**config.mk**
```make
export PLATFORM = sky130hd
export DESIGN_NAME = selective_repeat_sender_window_unit_flat
export DESIGN_NICKNAME = d
export VERILOG_FILES = /design/src/sv/srsw_pkg.sv /design/src/sv/srsw_ifs.sv /design/src/sv/selective_repeat_sender_window_unit.sv /design/src/sv/srsw_front.sv /design/src/sv/srsw_cmd_queue.sv /design/src/sv/srsw_back.sv /design/src/flat_wrapper.sv
export SDC_FILE = /design/constraint.sdc
export NUM_CORES = 1
export LEC_CHECK = 0
export ABC_AREA = 1
export BUFFER_PORTS_ARGS = -buffer_cell sky130_fd_sc_hd__buf_4
export CAP_MARGIN = 20
export CORE_MARGIN = 2
export CORE_UTILIZATION = 30
export CTS_BUF_LIST = sky130_fd_sc_hd__clkbuf_8
export DETAILED_ROUTE_END_ITERATION = 7
export HOLD_SLACK_MARGIN = 0.1
export PLACE_DENSITY = 0.48
export SETUP_SLACK_MARGIN = 0.02
export SYNTH_ARGS = -nofsm -noshare
export SYNTH_HDL_FRONTEND = slang
export SYNTH_SLANG_ARGS = --single-unit
```
**constraint.sdc**
```tcl
create_clock -name clk -period 5.1 [get_ports clk]
set_input_delay 0.51 -clock clk [delete_from_list [all_inputs] [get_ports clk]]
set_output_delay 0.51 -clock clk [all_outputs]
set_load 0.03 [all_outputs]
```
**src/sv/srsw_pkg.sv**
```systemverilog
// Shared types and constants for the selective-repeat sender window.
// Used by the channel interfaces and by every module of the block.
package srsw_pkg;

    localparam int SEQ_SPACE    = 8;
    localparam int SEQ_BITS     = $clog2(SEQ_SPACE);
    localparam int PAYLOAD_BITS = 32;
    localparam int WSIZE_BITS   = 3;
    localparam int QUEUE_DEPTH  = 2;
    localparam int QPTR_BITS    = $clog2(QUEUE_DEPTH);

    localparam logic [WSIZE_BITS-1:0] WSIZE_RESET = 3'd4;

    localparam logic [1:0] FUNC_SEND   = 2'd0;
    localparam logic [1:0] FUNC_ACK    = 2'd1;
    localparam logic [1:0] FUNC_EXPIRE = 2'd2;

    typedef enum logic [1:0] {
        CMD_SEND,
        CMD_ACK,
        CMD_EXPIRE,
        CMD_NOP
    } cmd_kind_t;

    typedef struct packed {
        cmd_kind_t                kind;
        logic [PAYLOAD_BITS-1:0]  payload;
        logic [SEQ_BITS-1:0]      seq;
        logic                     ack_ok;
    } cmd_t;

    typedef struct packed {
        logic                     accepted;
        logic                     transmit;
        logic [SEQ_BITS-1:0]      tx_seq;
        logic [PAYLOAD_BITS-1:0]  tx_payload;
        logic                     timer_start;
        logic                     timer_stop;
        logic [SEQ_BITS-1:0]      timer_slot;
        logic                     window_full;
        logic [SEQ_BITS-1:0]      window_base;
    } rsp_t;

endpackage

```
**src/sv/srsw_ifs.sv**
```systemverilog
// Valid/ready channel interfaces: request, response and config write.
// Depends on srsw_pkg for widths.
interface srsw_req_if;
    logic                               valid;
    logic                               ready;
    logic [1:0]                         func;
    logic [srsw_pkg::PAYLOAD_BITS-1:0]  payload_word;
    logic [srsw_pkg::SEQ_BITS-1:0]      ack_number;
    logic                               ack_checksum_ok;
    logic [srsw_pkg::SEQ_BITS-1:0]      expired_seq;

    modport source (output valid, func, payload_word, ack_number, ack_checksum_ok,
                    expired_seq, input ready);
    modport sink   (input valid, func, payload_word, ack_number, ack_checksum_ok,
                    expired_seq, output ready);
endinterface

interface srsw_rsp_if;
    logic                               valid;
    logic                               ready;
    logic                               accepted;
    logic                               transmit;
    logic [srsw_pkg::SEQ_BITS-1:0]      tx_seq;
    logic [srsw_pkg::PAYLOAD_BITS-1:0]  tx_payload;
    logic                               timer_start;
    logic                               timer_stop;
    logic [srsw_pkg::SEQ_BITS-1:0]      timer_slot;
    logic                               window_full;
    logic [srsw_pkg::SEQ_BITS-1:0]      window_base;

    modport source (output valid, accepted, transmit, tx_seq, tx_payload, timer_start,
                    timer_stop, timer_slot, window_full, window_base, input ready);
    modport sink   (input valid, accepted, transmit, tx_seq, tx_payload, timer_start,
                    timer_stop, timer_slot, window_full, window_base, output ready);
endinterface

interface srsw_cfg_if;
    logic                               valid;
    logic                               ready;
    logic [srsw_pkg::WSIZE_BITS-1:0]    data;

    modport source (output valid, data, input ready);
    modport sink   (input valid, data, output ready);
endinterface

```
**src/sv/selective_repeat_sender_window_unit.sv**
```systemverilog
// Selective-repeat sender window: one response word for each request word.
// A request enters a two-deep command queue and the back end handles it: a send,
// an ack off the window base, an invalid ack or an unknown code is answered from
// idle; a timer expiry first reads the stored payload from a registered memory port
// in ST_READ; an ack to the base walks the base past each acked slot in ST_SLIDE.
// The response sits in an output register, so the queue keeps taking requests while
// a response waits. Window size is to be written through cfg by the user only while
// the block is idle; the block does not enforce it. It resets to 4.
module selective_repeat_sender_window_unit (
    input  logic        clk,
    input  logic        rst_n,
    srsw_req_if.sink    req,
    srsw_rsp_if.source  rsp,
    srsw_cfg_if.sink    cfg
);

    logic               push_valid, push_ready;
    srsw_pkg::cmd_t     push_cmd;
    logic               cmd_valid, cmd_ready;
    srsw_pkg::cmd_t     cmd;

    srsw_front u_front (
        .req        (req),
        .push_valid (push_valid),
        .push_cmd   (push_cmd),
        .push_ready (push_ready)
    );

    srsw_cmd_queue u_queue (
        .clk        (clk),
        .rst_n      (rst_n),
        .push_valid (push_valid),
        .push_cmd   (push_cmd),
        .push_ready (push_ready),
        .pop_valid  (cmd_valid),
        .pop_cmd    (cmd),
        .pop_ready  (cmd_ready)
    );

    srsw_back u_back (
        .clk        (clk),
        .rst_n      (rst_n),
        .cfg        (cfg),
        .cmd_valid  (cmd_valid),
        .cmd        (cmd),
        .cmd_ready  (cmd_ready),
        .rsp        (rsp)
    );

    // a transmit always restarts the timer of the slot that goes out
    a_tx_timer: assert property (@(posedge clk) disable iff (!rst_n)
        rsp.valid && rsp.transmit |->
            rsp.timer_start && !rsp.timer_stop && (rsp.timer_slot == rsp.tx_seq))
        else $error("transmit without matching timer start");

    // a timer stop only comes from an accepted ack
    a_stop_ack: assert property (@(posedge clk) disable iff (!rst_n)
        rsp.valid && rsp.timer_stop |-> rsp.accepted && !rsp.transmit)
        else $error("timer stop on a non-ack response");

    // the back end only takes a command it can answer into a free output register
    a_pop_free: assert property (@(posedge clk) disable iff (!rst_n)
        cmd_valid && cmd_ready |-> !rsp.valid || rsp.ready)
        else $error("command taken while response register busy");

endmodule

```
**src/sv/srsw_front.sv**
```systemverilog
// Front end: takes request words and decodes them into queue commands.
// Depends on srsw_pkg and srsw_req_if.
module srsw_front (
    srsw_req_if.sink            req,
    output logic                push_valid,
    output srsw_pkg::cmd_t      push_cmd,
    input  logic                push_ready
);

    always_comb
    begin
        push_cmd.payload = req.payload_word;
        push_cmd.ack_ok  = req.ack_checksum_ok;
        push_cmd.seq     = req.ack_number;
        case (req.func)
            srsw_pkg::FUNC_SEND:   push_cmd.kind = srsw_pkg::CMD_SEND;
            srsw_pkg::FUNC_ACK:    push_cmd.kind = srsw_pkg::CMD_ACK;
            srsw_pkg::FUNC_EXPIRE:
            begin
                push_cmd.kind = srsw_pkg::CMD_EXPIRE;
                push_cmd.seq  = req.expired_seq;
            end
            default:               push_cmd.kind = srsw_pkg::CMD_NOP;
        endcase
    end

    assign push_valid = req.valid;
    assign req.ready  = push_ready;

endmodule

```
**src/sv/srsw_cmd_queue.sv**
```systemverilog
// Short command queue between front end and back end.
// Depends on srsw_pkg for the command type and depth.
module srsw_cmd_queue (
    input  logic                clk,
    input  logic                rst_n,
    input  logic                push_valid,
    input  srsw_pkg::cmd_t      push_cmd,
    output logic                push_ready,
    output logic                pop_valid,
    output srsw_pkg::cmd_t      pop_cmd,
    input  logic                pop_ready
);

    localparam int CNT_BITS = $clog2(srsw_pkg::QUEUE_DEPTH + 1);

    srsw_pkg::cmd_t                     entry_reg [srsw_pkg::QUEUE_DEPTH];
    logic [srsw_pkg::QPTR_BITS-1:0]     wr_ptr_reg, wr_ptr_next;
    logic [srsw_pkg::QPTR_BITS-1:0]     rd_ptr_reg, rd_ptr_next;
    logic [CNT_BITS-1:0]                count_reg, count_next;
    logic                               do_push, do_pop;

    assign push_ready = (count_reg != CNT_BITS'(srsw_pkg::QUEUE_DEPTH));
    assign pop_valid  = (count_reg != '0);
    assign pop_cmd    = entry_reg[rd_ptr_reg];
    assign do_push    = push_valid && push_ready;
    assign do_pop     = pop_valid && pop_ready;

    always_comb
    begin
        wr_ptr_next = wr_ptr_reg;
        rd_ptr_next = rd_ptr_reg;
        count_next  = count_reg;
        if (do_push)
        begin
            wr_ptr_next = (wr_ptr_reg == srsw_pkg::QPTR_BITS'(srsw_pkg::QUEUE_DEPTH - 1))
                          ? '0 : wr_ptr_reg + 1'b1;
        end
        if (do_pop)
        begin
            rd_ptr_next = (rd_ptr_reg == srsw_pkg::QPTR_BITS'(srsw_pkg::QUEUE_DEPTH - 1))
                          ? '0 : rd_ptr_reg + 1'b1;
        end
        if (do_push && !do_pop)
            count_next = count_reg + 1'b1;
        else if (do_pop && !do_push)
            count_next = count_reg - 1'b1;
    end

    always_ff @(posedge clk or negedge rst_n)
    begin
        if (!rst_n)
        begin
            wr_ptr_reg <= '0;
            rd_ptr_reg <= '0;
            count_reg  <= '0;
        end
        else
        begin
            wr_ptr_reg <= wr_ptr_next;
            rd_ptr_reg <= rd_ptr_next;
            count_reg  <= count_next;
        end
    end

    always_ff @(posedge clk)
    begin
        if (do_push)
            entry_reg[wr_ptr_reg] <= push_cmd;
    end

endmodule

```
**src/sv/srsw_back.sv**
```systemverilog
// Back end: window state, payload store, base slide walk and result register.
// Depends on srsw_pkg, srsw_cfg_if and srsw_rsp_if.
module srsw_back (
    input  logic                clk,
    input  logic                rst_n,
    srsw_cfg_if.sink            cfg,
    input  logic                cmd_valid,
    input  srsw_pkg::cmd_t      cmd,
    output logic                cmd_ready,
    srsw_rsp_if.source          rsp
);

    localparam int SB = srsw_pkg::SEQ_BITS;
    localparam int PB = srsw_pkg::PAYLOAD_BITS;

    typedef enum logic [2:0] {
        ST_IDLE  = 3'b001,
        ST_READ  = 3'b010,
        ST_SLIDE = 3'b100
    } state_t;

    state_t                             state_reg, state_next;
    logic [srsw_pkg::WSIZE_BITS-1:0]    wsize_reg;
    logic [SB-1:0]                      base_reg, base_next;
    logic [SB-1:0]                      next_reg, next_next;
    logic                               full_reg, full_next;
    logic [srsw_pkg::SEQ_SPACE-1:0]     acked_reg, acked_next;
    logic [SB-1:0]                      seq_reg, seq_next;
    logic [PB-1:0]                      payload_mem [srsw_pkg::SEQ_SPACE];
    logic [PB-1:0]                      rdata_reg;
    srsw_pkg::rsp_t                     res_reg, res_next;
    logic                               out_valid_reg, out_valid_next;

    logic                               out_free, start, load, mem_we;
    logic [SB-1:0]                      next_inc;
    logic                               send_full, ack_in_window;

    assign out_free      = !out_valid_reg || rsp.ready;
    assign start         = (state_reg == ST_IDLE) && cmd_valid && out_free;
    assign cmd_ready     = start;
    assign cfg.ready     = 1'b1;
    assign next_inc      = next_reg + 1'b1;
    // distances are taken modulo the sequence space by 3-bit wraparound
    assign send_full     = SB'(next_inc - base_reg) >= SB'(wsize_reg);
    assign ack_in_window = cmd.ack_ok &&
                           (SB'(cmd.seq - base_reg) < SB'(next_reg - base_reg));

    always_comb
    begin
        state_next = state_reg;
        base_next  = base_reg;
        next_next  = next_reg;
        full_next  = full_reg;
        acked_next = acked_reg;
        seq_next   = seq_reg;
        mem_we     = 1'b0;
        load       = 1'b0;
        res_next   = '0;
        res_next.window_full = full_reg;
        res_next.window_base = base_reg;

        case (state_reg)
            ST_IDLE:
            begin
                if (start)
                begin
                    case (cmd.kind)
                        srsw_pkg::CMD_SEND:
                        begin
                            load = 1'b1;
                            if (!full_reg)
                            begin
                                mem_we                = 1'b1;
                                acked_next[next_reg]  = 1'b0;
                                next_next             = next_inc;
                                full_next             = send_full;
                                res_next.accepted     = 1'b1;
                                res_next.transmit     = 1'b1;
                                res_next.tx_seq       = next_reg;
                                res_next.tx_payload   = cmd.payload;
                                res_next.timer_start  = 1'b1;
                                res_next.timer_slot   = next_reg;
                                res_next.window_full  = send_full;
                            end
                        end
                        srsw_pkg::CMD_ACK:
                        begin
                            if (ack_in_window)
                            begin
                                acked_next[cmd.seq] = 1'b1;
                                if (cmd.seq == base_reg)
                                begin
                                    seq_next   = cmd.seq;
                                    state_next = ST_SLIDE;
                                end
                                else
                                begin
                                    load                = 1'b1;
                                    res_next.accepted   = 1'b1;
                                    res_next.timer_stop = 1'b1;
                                    res_next.timer_slot = cmd.seq;
                                end
                            end
                            else
                            begin
                                load = 1'b1;
                            end
                        end
                        srsw_pkg::CMD_EXPIRE:
                        begin
                            seq_next   = cmd.seq;
                            state_next = ST_READ;
                        end
                        default:
                        begin
                            load = 1'b1;
                        end
                    endcase
                end
            end
            ST_READ:
            begin
                load                 = 1'b1;
                res_next.transmit    = 1'b1;
                res_next.tx_seq      = seq_reg;
                res_next.tx_payload  = rdata_reg;
                res_next.timer_start = 1'b1;
                res_next.timer_slot  = seq_reg;
                state_next           = ST_IDLE;
            end
            ST_SLIDE:
            begin
                // one acked mark per cycle; the walk stops at the first unacked slot
                if (acked_reg[base_reg])
                begin
                    acked_next[base_reg] = 1'b0;
                    base_next            = base_reg + 1'b1;
                end
                else
                begin
                    load                 = 1'b1;
                    full_next            = 1'b0;
                    res_next.accepted    = 1'b1;
                    res_next.timer_stop  = 1'b1;
                    res_next.timer_slot  = seq_reg;
                    res_next.window_full = 1'b0;
                    state_next           = ST_IDLE;
                end
            end
            default:
            begin
                state_next = ST_IDLE;
            end
        endcase

        if (load)
            out_valid_next = 1'b1;
        else if (rsp.ready)
            out_valid_next = 1'b0;
        else
            out_valid_next = out_valid_reg;
    end

    always_ff @(posedge clk or negedge rst_n)
    begin
        if (!rst_n)
        begin
            state_reg     <= ST_IDLE;
            wsize_reg     <= srsw_pkg::WSIZE_RESET;
            base_reg      <= '0;
            next_reg      <= '0;
            full_reg      <= 1'b0;
            acked_reg     <= '0;
            out_valid_reg <= 1'b0;
        end
        else
        begin
            state_reg     <= state_next;
            base_reg      <= base_next;
            next_reg      <= next_next;
            full_reg      <= full_next;
            acked_reg     <= acked_next;
            out_valid_reg <= out_valid_next;
            if (cfg.valid)
                wsize_reg <= cfg.data;
        end
    end

    always_ff @(posedge clk)
    begin
        seq_reg <= seq_next;
        if (load)
            res_reg <= res_next;
        if (mem_we)
            payload_mem[next_reg] <= cmd.payload;
        if (start && (cmd.kind == srsw_pkg::CMD_EXPIRE))
            rdata_reg <= payload_mem[cmd.seq];
    end

    assign rsp.valid       = out_valid_reg;
    assign rsp.accepted    = res_reg.accepted;
    assign rsp.transmit    = res_reg.transmit;
    assign rsp.tx_seq      = res_reg.tx_seq;
    assign rsp.tx_payload  = res_reg.tx_payload;
    assign rsp.timer_start = res_reg.timer_start;
    assign rsp.timer_stop  = res_reg.timer_stop;
    assign rsp.timer_slot  = res_reg.timer_slot;
    assign rsp.window_full = res_reg.window_full;
    assign rsp.window_base = res_reg.window_base;

endmodule

```
**src/flat_wrapper.sv**
```systemverilog
// flat-port wrapper written by rule: the top's interface ports become plain ports
module selective_repeat_sender_window_unit_flat 
  (clk, rst_n, req_valid, req_func, req_payload_word, req_ack_number, req_ack_checksum_ok, req_expired_seq, req_ready, rsp_valid, rsp_accepted, rsp_transmit, rsp_tx_seq, rsp_tx_payload, rsp_timer_start, rsp_timer_stop, rsp_timer_slot, rsp_window_full, rsp_window_base, rsp_ready, cfg_valid, cfg_data, cfg_ready);
  srsw_req_if req_i ();
  srsw_rsp_if rsp_i ();
  srsw_cfg_if cfg_i ();
  input  logic clk;
  input  logic rst_n;
  input wire logic [$bits(req_i.valid)-1:0] req_valid;
  input wire logic [$bits(req_i.func)-1:0] req_func;
  input wire logic [$bits(req_i.payload_word)-1:0] req_payload_word;
  input wire logic [$bits(req_i.ack_number)-1:0] req_ack_number;
  input wire logic [$bits(req_i.ack_checksum_ok)-1:0] req_ack_checksum_ok;
  input wire logic [$bits(req_i.expired_seq)-1:0] req_expired_seq;
  output wire logic [$bits(req_i.ready)-1:0] req_ready;
  output wire logic [$bits(rsp_i.valid)-1:0] rsp_valid;
  output wire logic [$bits(rsp_i.accepted)-1:0] rsp_accepted;
  output wire logic [$bits(rsp_i.transmit)-1:0] rsp_transmit;
  output wire logic [$bits(rsp_i.tx_seq)-1:0] rsp_tx_seq;
  output wire logic [$bits(rsp_i.tx_payload)-1:0] rsp_tx_payload;
  output wire logic [$bits(rsp_i.timer_start)-1:0] rsp_timer_start;
  output wire logic [$bits(rsp_i.timer_stop)-1:0] rsp_timer_stop;
  output wire logic [$bits(rsp_i.timer_slot)-1:0] rsp_timer_slot;
  output wire logic [$bits(rsp_i.window_full)-1:0] rsp_window_full;
  output wire logic [$bits(rsp_i.window_base)-1:0] rsp_window_base;
  input wire logic [$bits(rsp_i.ready)-1:0] rsp_ready;
  input wire logic [$bits(cfg_i.valid)-1:0] cfg_valid;
  input wire logic [$bits(cfg_i.data)-1:0] cfg_data;
  output wire logic [$bits(cfg_i.ready)-1:0] cfg_ready;
  assign req_i.valid = req_valid;
  assign req_i.func = req_func;
  assign req_i.payload_word = req_payload_word;
  assign req_i.ack_number = req_ack_number;
  assign req_i.ack_checksum_ok = req_ack_checksum_ok;
  assign req_i.expired_seq = req_expired_seq;
  assign req_ready = req_i.ready;
  assign rsp_valid = rsp_i.valid;
  assign rsp_accepted = rsp_i.accepted;
  assign rsp_transmit = rsp_i.transmit;
  assign rsp_tx_seq = rsp_i.tx_seq;
  assign rsp_tx_payload = rsp_i.tx_payload;
  assign rsp_timer_start = rsp_i.timer_start;
  assign rsp_timer_stop = rsp_i.timer_stop;
  assign rsp_timer_slot = rsp_i.timer_slot;
  assign rsp_window_full = rsp_i.window_full;
  assign rsp_window_base = rsp_i.window_base;
  assign rsp_i.ready = rsp_ready;
  assign cfg_i.valid = cfg_valid;
  assign cfg_i.data = cfg_data;
  assign cfg_ready = cfg_i.ready;
  selective_repeat_sender_window_unit u_core (.clk(clk), .rst_n(rst_n), .req(req_i), .rsp(rsp_i), .cfg(cfg_i));
endmodule
```
==> flow_metrics.py, run 1 <==
metrics = {
    "status": {
        "status": "finished clean",
    },
    "routing": {
        "drc": 0,
        "drt_iter0_drc": 736,
        "wl_per_cell_um": 19.83,
        "wl_um": 45530,
        "via_per_inst": 4.681,
        "ant_nets": 0,
        "dr.pass1.iters": 5,
        "vias": 10748,
    },
    "critical_path": {
        "path_max_fanout": 41,
        "critical_path_class": "reg2reg",
        "cp-start-kind": "register",
        "rr_worst_depth": 17,
        "arrival_ns": 3.88,
        "crit_path_end": "u_core.u_back.rsp.tx_payload[8]$_DFFE_PP_",
        "cp.required_ns": 5.36,
        "crit_path_start": "u_core.u_queue.rd_ptr_reg$_DFFE_PN0P_",
        "reg2reg_slack_ns": 1.49,
        "reg2reg_to": "u_core.u_back.rsp.tx_payload[8]$_DFFE_PP_",
        "cp-end-kind": "register",
        "r2r_start": "u_core.u_queue.rd_ptr_reg$_DFFE_PN0P_",
    },
    "timing": {
        "fmax_mhz": 276.8,
        "fin_crit_sh_pct": 70.83,
        "fin_skew_ns": 0.02299,
        "relSlewSlack_pct": 29.06,
        "hold_ws_ns": 0.2350,
        "hold_viol": 0,
        "setup_tns_ns": 0,
        "finalMaxSlewViolations": 0,
        "rsz0062_at_grt": "false",
        "min_period_ns": 3.612,
        "finalSetupViolCount": 0,
        "worst_pin_slew_ns": 1.064,
    },
    "yosys": {
        "synthFlopType": "edfxtp_1",
        "syn_area_um2": 17770,
        "synth_top_area_cell": "edfxtp_1",
        "synth_top_area_share_pct": 69.62,
        "synthTopCellsByCount": "edfxtp_1, nand2_1, o21a_1",
        "synth_area_leaders": "edfxtp_1, o21a_1, o21ai_0, dfrtp_1, nand2_1",
        "postSynth.asyncResetShare_pct": 5.936,
        "netlist_instances": 1301,
        "yosysSeqAreaShare_pct": 73.29,
        "ys_types": 34,
        "syn_area_per_cell_um2": 13.66,
        "ys_ff_latch": 438,
        "syn_nets": 1365,
        "yosys.cell_count.top_type": "edfxtp_1",
        "synth_edf_count": 412,
        "yosys_warnings": 0,
    },
    "floorplanning": {
        "start_util_pct": 30.22,
        "rows": 89,
        "dieArea_um2": 61200,
        "fp.coreArea_um2": 58800,
        "die_h_um": 247.4,
        "ioPinCount": 98,
        "die_w_um": 247.4,
    },
    "layout": {
        "largest_reg_flops": 256,
        "n_antenna_cell": 0,
        "final_nets": 1537,
        "drive_gt1_share_pct": 18.52,
        "area_growth_pct": 18.98,
    },
    "power": {
        "p_comb_share_pct": 35.7,
        "ir_drop_v": 0.0003740,
        "switching_share_pct": 37.83,
        "p_clk_share_pct": 22.7,
        "net-switching-power_uw": 4764,
        "power_density_nw_per_um2": 595.6,
        "internal_power_uw": 7829,
        "seqPwrFrac_pct": 41.6,
        "p_leak_uw": 0.007676,
    },
    "clocking": {
        "clock_latency_ns": 0.63,
        "cts_resized": 0,
        "cts_buffers": 73,
        "clock-root-buffer": "clkbuf_8",
        "tritoncts": "done",
        "clk_pin_slew_ns": 0.06,
        "clkSinkCount": 438,
        "clockBufferDepth": 3,
        "h-tree-depth": 3,
    },
    "global_routing": {
        "grt_pass1_wl_um": 67450,
        "antenna_found_initial": 0,
        "grt_pass1_vias": 10783,
        "grt_max_degree": 91,
        "grt_usage_pct": 14.79,
        "grt_remaining_overflow": 0,
    },
    "job": {
        "drv_cap": 0,
    },
    "hold_path": {
        "holdPathStages": 2,
        "min_from": "req_expired_seq[2]",
        "min_path_type": "in2reg",
    },
    "placement": {
        "io_buffers": 96,
        "gp_congestion": 0.8442,
        "dp_hpwl_um": 26490,
    },
}
-- worst max-delay path, cell delays in order, from the launching register on --
cell,delay (ns)
dfrtp_1,0.38
inv_2,0.47
nand2_1,0.19
nand2_4,0.10
ha_1,0.13
inv_1,0.06
fa_1,0.45
xor2_1,0.19
ha_1,0.31
nand2_1,0.05
inv_1,0.05
nand2_1,0.04
nand3_1,0.09
nor2_2,0.06
nand3_1,0.07
nand3_1,0.12
nand2_2,0.11
buf_4,0.36
-- final cells by class --
| cell class | instances | area, µm² |
|---|---|---|
| clock buffers | 76 | 1046 |
| clock inverters | 49 | 262.8 |
| fillers | 5748 | 37650 |
| inverters | 121 | 454.2 |
| multi-input cells | 678 | 4040 |
| flip-flops and latches | 438 | 13030 |
| well taps | 773 | 967.2 |
| repair buffers | 161 | 1349 |
-- routing by layer --
metal	share of wire [%]	vias up	wire, µm	GRT usage (%)
met1	44	5347	20250	19.63
li1	-	5078	-	-
met2	48	252	21910	24.12
met4	3.1	0	1408	5.266
met3	4.3	71	1961	2.941
met5	0	-	0	0
-- through the flow --
step	utilization, %	cell area [µm²]	power (µW)	std cells	setup WS (ns)
2_1_floorplan	-	17770	8230	1301	1.060
3_3_place_gp	32.96	19380	9794	2129	1.510
3_5_place_dp	33.05	19430	9874	2131	1.458
4_1_cts	35.96	21140	12790	2296	1.438
5_1_grt	35.96	21140	13360	2296	1.088
6_report	35.96	21140	12590	2296	1.488
-- worst min-delay path by stage --
stage | slack, ns | to
floorplan | 0.21 | u_core.u_back.acked_reg[0]$_DFFE_PN0P_
global placement | 0.46 | u_core.u_back.acked_reg[1]$_DFFE_PN0P_
detailed placement | 0.47 | u_core.u_back.acked_reg[0]$_DFFE_PN0P_
CTS | 0.19 | u_core.u_queue.entry_reg[0][3]$_DFFE_PP_
global route | 0.20 | u_core.u_queue.entry_reg[0][1]$_DFFE_PP_
finish | 0.24 | u_core.u_queue.entry_reg[0][3]$_DFFE_PP_
-- placed cells by master (no fill, tap or decap), drive strengths merged, types with 6 or more instances in the layout --
cell and count:
buf 121, clkbuf 76, clkinv 11, dfrtp 24, dlygate4sd3 40, edfxtp 412
ha 12, inv 157, nand2 165, nand3 34, nand4 34, nor2 28
nor3 6, o21a 128, o21ai 172, o22ai 34, o311ai 8, or2 32
xor2 6
-- power groups by stage --
stage               Clock, µW  Sequential, µW  Combinational [µW]
floorplan                   0            5620                2610
global placement            0            5320                4470
detailed placement          0            5330                4550
CTS                      2950            5260                4590
global route             3100            5300                4960
finish                   2860            5240                4490
-- timing repair --
action / in CTS / in global routing
setup endpoints to repair: 0 / 0
endpoints found under the hold margin: 99 / 0
hold buffers: 40 / 0
setup buffers: 0 / 0
-- logic make-up after synthesis --
logic type	synth area share, %
flip-flops	73.29
buffers and inverters	4.492
XOR/XNOR	0.5421
AND/OR/NAND/NOR	8.188
other	0.02110
multiplexers	0.2534
adder cells (fa/ha/maj)	1.183
AO/OA/AOI/OAI	12.03
Note: power is estimated with default switching activity, not from simulation.
==> inputs of run 2 (changes only) <==
--- a/config.mk
+++ b/config.mk
@@ -5,7 +5,7 @@
 export SDC_FILE = /design/constraint.sdc
 export NUM_CORES = 1
 export LEC_CHECK = 0
-export ABC_AREA = 1
+export ABC_AREA = 0
 export BUFFER_PORTS_ARGS = -buffer_cell sky130_fd_sc_hd__buf_4
 export CAP_MARGIN = 20
 export CORE_MARGIN = 2
@@ -13,7 +13,7 @@
 export CTS_BUF_LIST = sky130_fd_sc_hd__clkbuf_8
 export DETAILED_ROUTE_END_ITERATION = 7
 export HOLD_SLACK_MARGIN = 0.1
-export PLACE_DENSITY = 0.48
+export PLACE_DENSITY = 0.5
 export SETUP_SLACK_MARGIN = 0.02
 export SYNTH_ARGS = -nofsm -noshare
 export SYNTH_HDL_FRONTEND = slang
==> constraint.sdc (replaced) <==
create_clock -name clk -period 2.96 [get_ports clk]
set_input_delay 0.296 -clock clk [delete_from_list [all_inputs] [get_ports clk]]
set_output_delay 0.296 -clock clk [all_outputs]
set_load 0.03 [all_outputs]
==> flow_metrics.py, run 2 <==
metrics = {
    "status": {
        "status": "complete, but fails checks",
        "violations": "setup timing",
    },
    "routing": {
        "drt_iter0_drc": 728,
        "ant_nets": 0,
        "via_per_inst": 4.675,
        "wl_per_cell_um": 19.03,
        "vias": 10744,
        "drc": 0,
        "wl_um": 43740,
        "dr.pass1.iters": 7,
    },
    "layout": {
        "final_cell_mix": "edfxtp_1, nand2_1, nand3_1",
        "final-instance-count-excl-fill": 2298,
        "final_common_cell": "edfxtp_1",
        "largest_reg_flops": 256,
        "final_nets": 1542,
        "drive_gt1_share_pct": 21.93,
        "area_growth_pct": 24.40,
    },
    "power": {
        "ir_drop_v": 0.0005479,
        "switching_share_pct": 35.11,
        "p_clk_share_pct": 24.7,
        "power_density_nw_per_um2": 927.1,
        "net-switching-power_uw": 7064,
        "p_comb_share_pct": 32.3,
        "finalPower_uw": 20120,
        "internal_power_uw": 13050,
        "p_leak_uw": 0.007813,
        "seqPwrFrac_pct": 43.1,
    },
    "floorplanning": {
        "die_w_um": 245.1,
        "start_util_pct": 30.29,
        "fp.coreArea_um2": 57590,
        "ioPinCount": 98,
        "dieArea_um2": 60080,
        "die_h_um": 245.1,
        "rows": 88,
    },
    "critical_path": {
        "critical_path_class": "reg2reg",
        "reg2reg_slack_ns": -0.13,
        "reg2reg_to": "u_core.u_back.rsp.tx_payload[9]$_DFFE_PP_",
        "critPathBufInv": 3,
        "max_stage_delay_ns": 0.46,
        "worst_path_max_delay_cell": "dfrtp_4",
        "crit_family": "adder cells",
        "arrival_ns": 3.48,
        "cp-start-kind": "register",
        "r2r_start": "u_core.u_queue.rd_ptr_reg$_DFFE_PN0P_",
        "rr_worst_depth": 11,
        "cp.required_ns": 3.35,
        "path_max_fanout": 18,
        "path_cells": "mux2i_4, ha_4, inv_2, fa_1, ha_2, or3b_4, a211oi_4, buf_6, a21oi_2, or2_4, buf_12",
        "cp-end-kind": "register",
    },
    "placement": {
        "dp_hpwl_um": 24400,
        "io_buffers": 96,
        "gp_congestion": 0.8056,
        "pre_cts_slack_ns": -0.1388,
        "dp.cells": 2113,
    },
    "yosys": {
        "netlist_instances": 1264,
        "yosysSeqAreaShare_pct": 74.68,
        "yosys.cell_count.top_type": "edfxtp_1",
        "synth_top_area_cell": "edfxtp_1",
        "ys_ff_latch": 438,
        "postSynth.asyncResetShare_pct": 5.936,
        "synth_top_area_share_pct": 70.93,
        "synth_area_leaders": "edfxtp_1, nand2_1, nand3_1, dfrtp_1, mux2_2",
        "synth_edf_count": 412,
        "synthTopCellsByCount": "edfxtp_1, nand2_1, nand3_1",
        "syn_area_um2": 17440,
        "synthFlopType": "edfxtp_1",
        "yosys_warnings": 0,
        "ys_types": 51,
        "syn_nets": 1328,
        "syn_area_per_cell_um2": 13.80,
    },
    "global_routing": {
        "met3_usage_pct": 2.580,
        "grt_use_met1_pct": 19.10,
        "grt_pass1_vias": 10886,
        "grt_max_degree": 101,
        "grt_pass1_wl_um": 66220,
        "gr-usage-met2_pct": 24.05,
        "top_usage_layer": "met2",
        "antenna_found_initial": 1,
        "grt_remaining_overflow": 0,
        "grt_usage_pct": 14.60,
    },
    "clocking": {
        "h-tree-depth": 3,
        "clockBufferDepth": 3,
        "clock-root-buffer": "clkbuf_8",
        "tritoncts": "done",
        "clkSinkCount": 438,
        "clk_pin_slew_ns": 0.06,
        "clock_latency_ns": 0.66,
        "cts_buffers": 74,
    },
    "timing": {
        "fmax_mhz": 323.7,
        "setup_tns_ns": -6.462,
        "min_period_ns": 3.089,
        "layout_setup_ws_ns": -0.1292,
        "hold_ws_ns": 0.1982,
        "relSlewSlack_pct": 45.42,
        "fin_skew_ns": 0.02159,
        "rsz0062_at_grt": "true",
        "worst_pin_slew_ns": 0.8187,
        "fin_crit_sh_pct": 104.4,
        "hold_viol": 0,
        "finalMaxSlewViolations": 0,
        "finalSetupViolCount": 59,
    },
    "hold_path": {
        "min_from": "rsp_ready",
        "min_path_type": "in2reg",
        "holdPathStages": 3,
        "hold_end": "u_core.u_back.rsp.valid$_DFFE_PN0P_",
    },
    "job": {
        "drv_cap": 0,
    },
}
[run 2: cell types whose count changed in the layout (fill, tap and decap cells not counted), moves of 14 or more]
cell     delta
nand2_1   +152
nand3_1   +134
o21a_1    -125
inv_1     -107
o21ai_0    -80
o21ai_1    -44
mux2_2     +36
nand4_1    -34
a22o_1     +32
o22ai_1    -32
or2_2      -32
buf_12     +23
buf_4      +14
[run 2: power by group through the flow]
stage / Clock, µW / Sequential (µW) / Combinational (µW)
after floorplan: 0 / 9320 / 3280
after global placement: 0 / 8800 / 6290
after detailed placement: 0 / 8800 / 6360
after CTS: 5140 / 8680 / 6490
after global routing: 5380 / 8740 / 7120
final: 4960 / 8660 / 6490
[run 2: worst max path at each step]
stage / start / to / slack, ns / cells past startpoint
floorplan: u_core.u_queue.rd_ptr_reg$_DFFE_PN0P_ / u_core.u_back.rsp.accepted$_DFFE_PP_ / -0.28 / 12
global placement: u_core.u_queue.rd_ptr_reg$_DFFE_PN0P_ / u_core.u_back.rsp.tx_payload[19]$_DFFE_PP_ / -0.10 / 10
detailed placement: u_core.u_queue.rd_ptr_reg$_DFFE_PN0P_ / u_core.u_back.rsp.timer_slot[2]$_DFFE_PP_ / -0.14 / 11
CTS: u_core.u_queue.rd_ptr_reg$_DFFE_PN0P_ / u_core.u_back.rsp.timer_slot[2]$_DFFE_PP_ / -0.12 / 11
global route: u_core.u_queue.rd_ptr_reg$_DFFE_PN0P_ / u_core.u_back.rsp.timer_slot[2]$_DFFE_PP_ / -0.22 / 11
finish: u_core.u_queue.rd_ptr_reg$_DFFE_PN0P_ / u_core.u_back.rsp.tx_payload[9]$_DFFE_PP_ / -0.13 / 11
[run 2: logic make-up after synthesis]
| group | synth area share [%] |
|---|---|
| adder cells (fa/ha/maj) | 1.205 |
| other | 0.02150 |
| flip-flops | 74.68 |
| AND/OR/NAND/NOR | 13.65 |
| buffers and inverters | 2.080 |
| AO/OA/AOI/OAI | 4.742 |
| XOR/XNOR | 0.7532 |
| multiplexers | 2.869 |
[run 2: layer usage]
metal / up-vias / part of all wire, %
li1: 5064 / -
met1: 5331 / 45
met2: 272 / 48
met3: 77 / 4.6
met4: 0 / 2.3
met5: - / 0
[run 2: metrics by stage]
step                instance area (µm²)  utilization, %
detailed placement                19750           34.29
global route                      21700           37.68
finish                            21700           37.68
floorplan                         17620               -
CTS                               21630           37.56
global placement                  19750           34.29
[run 2: cell type report]
cell class / instances / area, µm²
diodes: 1 / 2.502
clock buffers: 76 / 1046
clock inverters: 54 / 287.8
fillers: 5472 / 35890
inverters: 18 / 71.32
multi-input cells: 736 / 4284
flip-flops and latches: 438 / 13030
well taps: 765 / 957.2
repair buffers: 210 / 2021
[run 2: repair_timing]
item                                    4_1_cts  5_1_grt
pin swaps                                    10        3
endpoints found under the setup margin       61       81
gates cloned                                  0        1
gates resized for setup                       7        8
endpoints found under the hold margin       106        0
setup buffers                                 3        1
hold buffers                                 49        0
[run 2: tightest hold or removal path, delay by kind of cell]
family                 cells  cell delay, ns
AND/OR/NAND/NOR            2            0.43
buffers and inverters      1            0.08
